File: src/rtl/hoct_pkg.sv
// hoct_pkg: shared types and constants of the hot offset counter table
// depends on nothing; imported by hoct_cam and hot_offset_counter_table
package hoct_pkg;

	localparam int KEY_W   = 32;
	localparam int COUNT_W = 32;

	localparam logic [COUNT_W-1:0] COUNT_MAX       = '1;
	localparam logic [COUNT_W-1:0] THRESHOLD_RESET = COUNT_W'(1000);

	typedef logic [KEY_W-1:0]   key_t;
	typedef logic [COUNT_W-1:0] count_t;

	typedef enum logic {
		CMD_OBSERVE = 1'b0,
		CMD_QUERY   = 1'b1
	} cmd_t;

	typedef enum logic {
		STATUS_OK   = 1'b0,
		STATUS_FULL = 1'b1
	} status_t;

endpackage

File: src/rtl/hoct_cam.sv
// hoct_cam: key store of the offset table with a parallel match over the used entries
// depends on hoct_pkg for the key type
module hoct_cam #(
	parameter int ENTRIES = 64,
	parameter int IDX_W   = 6,
	parameter int CNT_W   = 7
) (
	input  logic                 clk,
	input  logic                 key_we,
	input  logic [IDX_W-1:0]     key_widx,
	input  hoct_pkg::key_t       key_wdata,
	input  logic [CNT_W-1:0]     used,
	input  hoct_pkg::key_t       lookup_key,
	output logic                 hit,
	output logic [IDX_W-1:0]     hit_idx
);
	import hoct_pkg::*;

	key_t             keys_q [ENTRIES];
	logic [ENTRIES-1:0] match;

	always_ff @(posedge clk) begin
		if (key_we) begin
			keys_q[key_widx] <= key_wdata;
		end
	end

	// keys are unique, so at most one entry matches and the index is an or of candidates
	always_comb begin
		hit_idx = '0;
		for (int i = 0; i < ENTRIES; i++) begin
			match[i] = (CNT_W'(i) < used) && (keys_q[i] == lookup_key);
			hit_idx  = hit_idx | (IDX_W'(i) & {IDX_W{match[i]}});
		end
		hit = |match;
	end

endmodule

File: config.mk
export PLATFORM = sky130hd
export DESIGN_NAME = hoct_cam
export DESIGN_NICKNAME = d
export VERILOG_FILES = /design/src/rtl/hoct_pkg.sv /design/src/rtl/hoct_cam.sv
export SDC_FILE = /design/constraint.sdc
export NUM_CORES = 2
export LEC_CHECK = 0
export ABC_CLOCK_PERIOD_IN_PS = 5490
export BUFFER_PORTS_ARGS = -buffer_cell sky130_fd_sc_hd__buf_2
export CAP_MARGIN = 25
export CELL_PAD_IN_SITES_DETAIL_PLACEMENT = 1
export CELL_PAD_IN_SITES_GLOBAL_PLACEMENT = 1
export CORE_MARGIN = 2
export CORE_UTILIZATION = 40
export DETAILED_ROUTE_END_ITERATION = 10
export PLACE_DENSITY = 0.58
export REMOVE_ABC_BUFFERS = 1
export SYNTH_ARGS = -nofsm -noshare
export SYNTH_HDL_FRONTEND = slang
export SYNTH_SLANG_ARGS = --single-unit
File: constraint.sdc
create_clock -name clk -period 5.49 [get_ports clk]
set_clock_uncertainty 0.15 [all_clocks]
set_input_delay 1.098 -clock clk [delete_from_list [all_inputs] [get_ports clk]]
set_output_delay 1.098 -clock clk [all_outputs]
set_load 0.005 [all_outputs]
==> impl_summary.md <==
Setup path
The maximum fanout along the worst path is 7. The critical path is of the in -> out type. The element type at the critical path start is an input port.

Data on the critical path is required at its endpoint by between 4 and 5 ns. The highest-delay cell along the critical path is sky130_fd_sc_hd__or4_1. The largest single stage delay on the critical path is around 0.66 ns. The most frequent cell on the critical path is sky130_fd_sc_hd__buf_2. Walking the worst path, the cells encountered are buf_2 > or3_4 > buf_4 > o21ai_0 > nor4_2 > nor4_4 > nand4_1 > or4_1 > buf_2. The data arrival time of the critical path is approximately 4.3 ns. The element type at the critical path end is an output pin.

Final layout
The largest registers in the layout are keys_q: 2048 flops. The total of fill cells in the finished design is between 20000 and 25000. The non-filler instance count after layout is approximately 8900. Compared with the post-synthesis result, the final layout area differs by 16.9%. The register with the most flip-flops in the layout has roughly 2000 of them. The register containing the most flip-flops in the final layout is keys_q.

The multi-input combinational cells in the finished layout cover a total of ~24000 sq um. The final layout contains 5949 nets. The cell area after layout is around 100000 sq um.

The area of all sequential standard cells is 61500 sq um. Of the cells placed in the final design, the portion with a size suffix greater than 1 is 16.6%.

Place
The global placement routability congestion is between 0.8 and 0.9. The count of placed standard cells including taps is roughly 8500. Detailed placement finished with a half-perimeter wire length of approximately 210000 um. Port buffering added 85 buffers. The area after detailed placement is 94900 sq um.

Drt
After detailed routing, the number of vias per cell comes to 5.76. The detailed-route wire length per cell is ~38 um. The first detailed-routing pass ran for 5 iterations.

In the routed design, unresolved DRC markers number 0. The antenna violation net count after detailed routing is 0. Summed over all layers, the routed wires come to approximately 340000 um. Summing over every cut layer, the via total after detailed routing is roughly 51000. In this run, the number of DRC markers left after iteration 0 of detailed routing was 6656.

Global routing
The first global-routing pass estimated 459000 um of wire. After global routing the overflow that remains totals 0. The via count of the first global-routing pass is about 51000. The maximum number of pins on one net before global-route repair is 65. The number of antenna violations at the first check in global routing is 56. For this run, the total global-route usage over all layers was measured as around 30%.

Timing
Setup repair after global routing could not meet its margin everywhere. The final hold slack is about 0.32 ns. The count of final hold-check violations is 0. Setup violations remaining at the end of the flow were counted as 3. The summed negative setup slack over all endpoints is -0.0971 ns. For this run, the top clock speed supported by timing is 179 MHz. The final critical-path required period is roughly 5.6 ns. The final setup slack of the worst path is -0.0816 ns. The headroom to the max-slew limit is a little over a quarter. For the pin with the worst max-slew slack, the measured transition is between 1 and 1.5 ns. The max-slew violation count came to 0. The post-route clock period utilization is 101%.

Status
The checks that failed: negative setup slack. The flow ran to the end, but the final reports show violations.

Floorplanning
The x dimension of the die is 471 um. The number of top-level design ports is 86. For this configuration, the core starts out at a cell density of 40.2%.

The floorplan step defined a die boundary enclosing between 200000 and 250000 sq um. The number of standard-cell rows in the floorplan is around 170. The core region is 217000 sq um. In this run the vertical extent of the chip is about 470 um.

Power
Total power for the finished layout comes to 34.4 mW. For this design the ratio of total power to cell area is 337 nW/um^2. In this run the static leakage power is approximately 34 nW. IR analysis of the VDD net gives a maximum drop of 370 uV.

Logic synthesis
In the synthesized netlist the async set-or-reset flop fraction comes to 0%. The synthesized design contains ~2000 enable-type register cells. The sequential share of the synthesized area is 70.4%. The count of state elements after synthesis is a little over 2000. Counting distinct cell types in the post-synthesis netlist gives 52. The cell count after synthesis is between 5000 and 6000. The area of the mapped netlist is 87300 sq um.

In the synthesized netlist the dominant register cell turns out to be sky130_fd_sc_hd__edfxtp_1. The mean instance size in the synthesized netlist is 16.5 sq um. The number of warning messages in the yosys log is 0.

Job
The tool flagged a number of max-cap violations equal to 0.

Clock network
The number of buffers between clock root and the deepest sink is 3. CTS saw around 2000 sinks. The root buffer cell chosen for the clock tree is sky130_fd_sc_hd__clkbuf_16.

The number of buffers created by CTS is between 200 and 250. The CTS clock-pin slew for the worst setup and hold paths is around 0.060 ns. TritonCTS built the clock tree.

After clock tree synthesis, the flow added hold-fix buffers numbering 0. The number of H-tree levels is 4.

Min path
The class of the most critical hold timing path is in -> reg.
worst max-delay path, delay by kind of cell:
kind	cells	cell delay (ns)
simple gates	5	2.03
compound gates	1	0.51
buf+inv	3	0.64
worst paths after layout:
check | slack (ns) | to | from | cells after the start
min | 0.32 | keys_q[43][11]$_DFFE_PP_ | key_wdata[11] | 1
max | -0.08 | hit_idx[3] | used[1] | 9
placed cells by master, fill, tap and decap left out, types with 5 or more instances in the layout:
| master | count |
|---|---|
| sky130_fd_sc_hd__nor2_1 | 19 |
| sky130_fd_sc_hd__diode_2 | 15 |
| sky130_fd_sc_hd__nor2_2 | 45 |
| sky130_fd_sc_hd__o21ai_0 | 11 |
| sky130_fd_sc_hd__nor4_1 | 343 |
| sky130_fd_sc_hd__nor4_4 | 7 |
| sky130_fd_sc_hd__xor2_1 | 1425 |
| sky130_fd_sc_hd__clkinv_16 | 5 |
| sky130_fd_sc_hd__or3_1 | 5 |
| sky130_fd_sc_hd__buf_4 | 437 |
| sky130_fd_sc_hd__clkinv_1 | 69 |
| sky130_fd_sc_hd__nand3_1 | 64 |
| sky130_fd_sc_hd__buf_6 | 33 |
| sky130_fd_sc_hd__clkbuf_16 | 226 |
| sky130_fd_sc_hd__o2111ai_1 | 27 |
| sky130_fd_sc_hd__a21o_1 | 8 |
| sky130_fd_sc_hd__nor2_4 | 19 |
| sky130_fd_sc_hd__clkinv_2 | 35 |
| sky130_fd_sc_hd__bufinv_16 | 8 |
| sky130_fd_sc_hd__nand2_1 | 18 |
| sky130_fd_sc_hd__nor3_2 | 5 |
| sky130_fd_sc_hd__a2111oi_0 | 9 |
| sky130_fd_sc_hd__nand3b_1 | 5 |
| sky130_fd_sc_hd__xnor2_1 | 622 |
| sky130_fd_sc_hd__nor3_1 | 66 |
| sky130_fd_sc_hd__nand4_1 | 198 |
| sky130_fd_sc_hd__buf_2 | 22 |
| sky130_fd_sc_hd__a21oi_1 | 16 |
| sky130_fd_sc_hd__nor4_2 | 22 |
| sky130_fd_sc_hd__or4_1 | 12 |
| sky130_fd_sc_hd__buf_12 | 104 |
| sky130_fd_sc_hd__clkbuf_1 | 48 |
| sky130_fd_sc_hd__edfxtp_1 | 2048 |
per-stage QoR:
stage | setup WS [ns] | util (%)
after detailed placement | -0.573 | 43.7
after floorplan | 1.09 | -
after global routing | -0.0747 | 47.0
final | -0.0816 | 47.0
after CTS | 0.00312 | 46.9
after global placement | -0.800 | 43.7
routing by layer:
metal / GRT usage, % / share of wire, %
met5: 0 / 0.011
met1: 41.7 / 41
met2: 51.4 / 49
met4: 7.59 / 2.6
met3: 4.04 / 7.2
cell families after synthesis:
family,Yosys count,synth area share [%]
buffers and inverters,249,2.48
AOI/OAI and AO/OA,86,0.726
and+or+nand+nor,858,5.82
xor gates and xnor gates,2048,20.5
DFF,2048,70.4
synth_stat cells (2+ instances only):
library cell | n | area share [%]
sky130_fd_sc_hd__a2111oi_0 | 11 | 0.11
sky130_fd_sc_hd__a21o_1 | 8 | 0.069
sky130_fd_sc_hd__a21oi_1 | 16 | 0.092
sky130_fd_sc_hd__a31oi_1 | 4 | 0.029
sky130_fd_sc_hd__buf_2 | 10 | 0.057
sky130_fd_sc_hd__buf_4 | 126 | 1.1
sky130_fd_sc_hd__buf_6 | 98 | 1.3
sky130_fd_sc_hd__clkbuf_1 | 12 | 0.052
sky130_fd_sc_hd__edfxtp_1 | 2048 | 70
sky130_fd_sc_hd__inv_1 | 2 | 0.0086
sky130_fd_sc_hd__nand2_1 | 18 | 0.077
sky130_fd_sc_hd__nand2b_1 | 3 | 0.021
sky130_fd_sc_hd__nand3_1 | 66 | 0.38
sky130_fd_sc_hd__nand3b_1 | 5 | 0.043
sky130_fd_sc_hd__nand4_1 | 198 | 1.4
sky130_fd_sc_hd__nand4b_1 | 3 | 0.030
sky130_fd_sc_hd__nor2_1 | 82 | 0.35
sky130_fd_sc_hd__nor2b_1 | 4 | 0.029
sky130_fd_sc_hd__nor3_1 | 70 | 0.40
sky130_fd_sc_hd__nor4_1 | 369 | 2.6
sky130_fd_sc_hd__nor4_4 | 2 | 0.049
sky130_fd_sc_hd__nor4bb_1 | 3 | 0.034
sky130_fd_sc_hd__o2111ai_1 | 28 | 0.28
sky130_fd_sc_hd__o21ai_0 | 12 | 0.069
sky130_fd_sc_hd__or3_1 | 5 | 0.036
sky130_fd_sc_hd__or4_1 | 14 | 0.12
sky130_fd_sc_hd__xnor2_1 | 622 | 6.2
sky130_fd_sc_hd__xor2_1 | 1426 | 14
what timing repair did:
item,CTS,global route
cloned,1,0
setup endpoints to repair,7,4
pin swaps,1,1
setup buffers,2,0
hold endpoints to repair,0,0
gates resized for setup,37,13
report_power, final:
| group | internal [mW] | leakage, nW | total, mW | switching [mW] |
|---|---|---|---|---|
| registers | 17.3 | 18.4 | 17.4 | 0.0400 |
| logic | 0.786 | 11.8 | 2.72 | 1.93 |
| clock network | 7.88 | 3.31 | 14.3 | 6.41 |
cell type report:
| class | count | area share (%) |
|---|---|---|
| sequential | 2048 | 60.2 |
| multi-input combinational | 2992 | 23.7 |
| timing repair buffer | 603 | 5.88 |
| clock buffer | 274 | 5.72 |
| tap | 2854 | 3.50 |
| clock inverter | 127 | 0.935 |
| antenna | 15 | 0.0368 |
| inverter | 2 | 0.00735 |
Power figures use the tool's default switching activity.
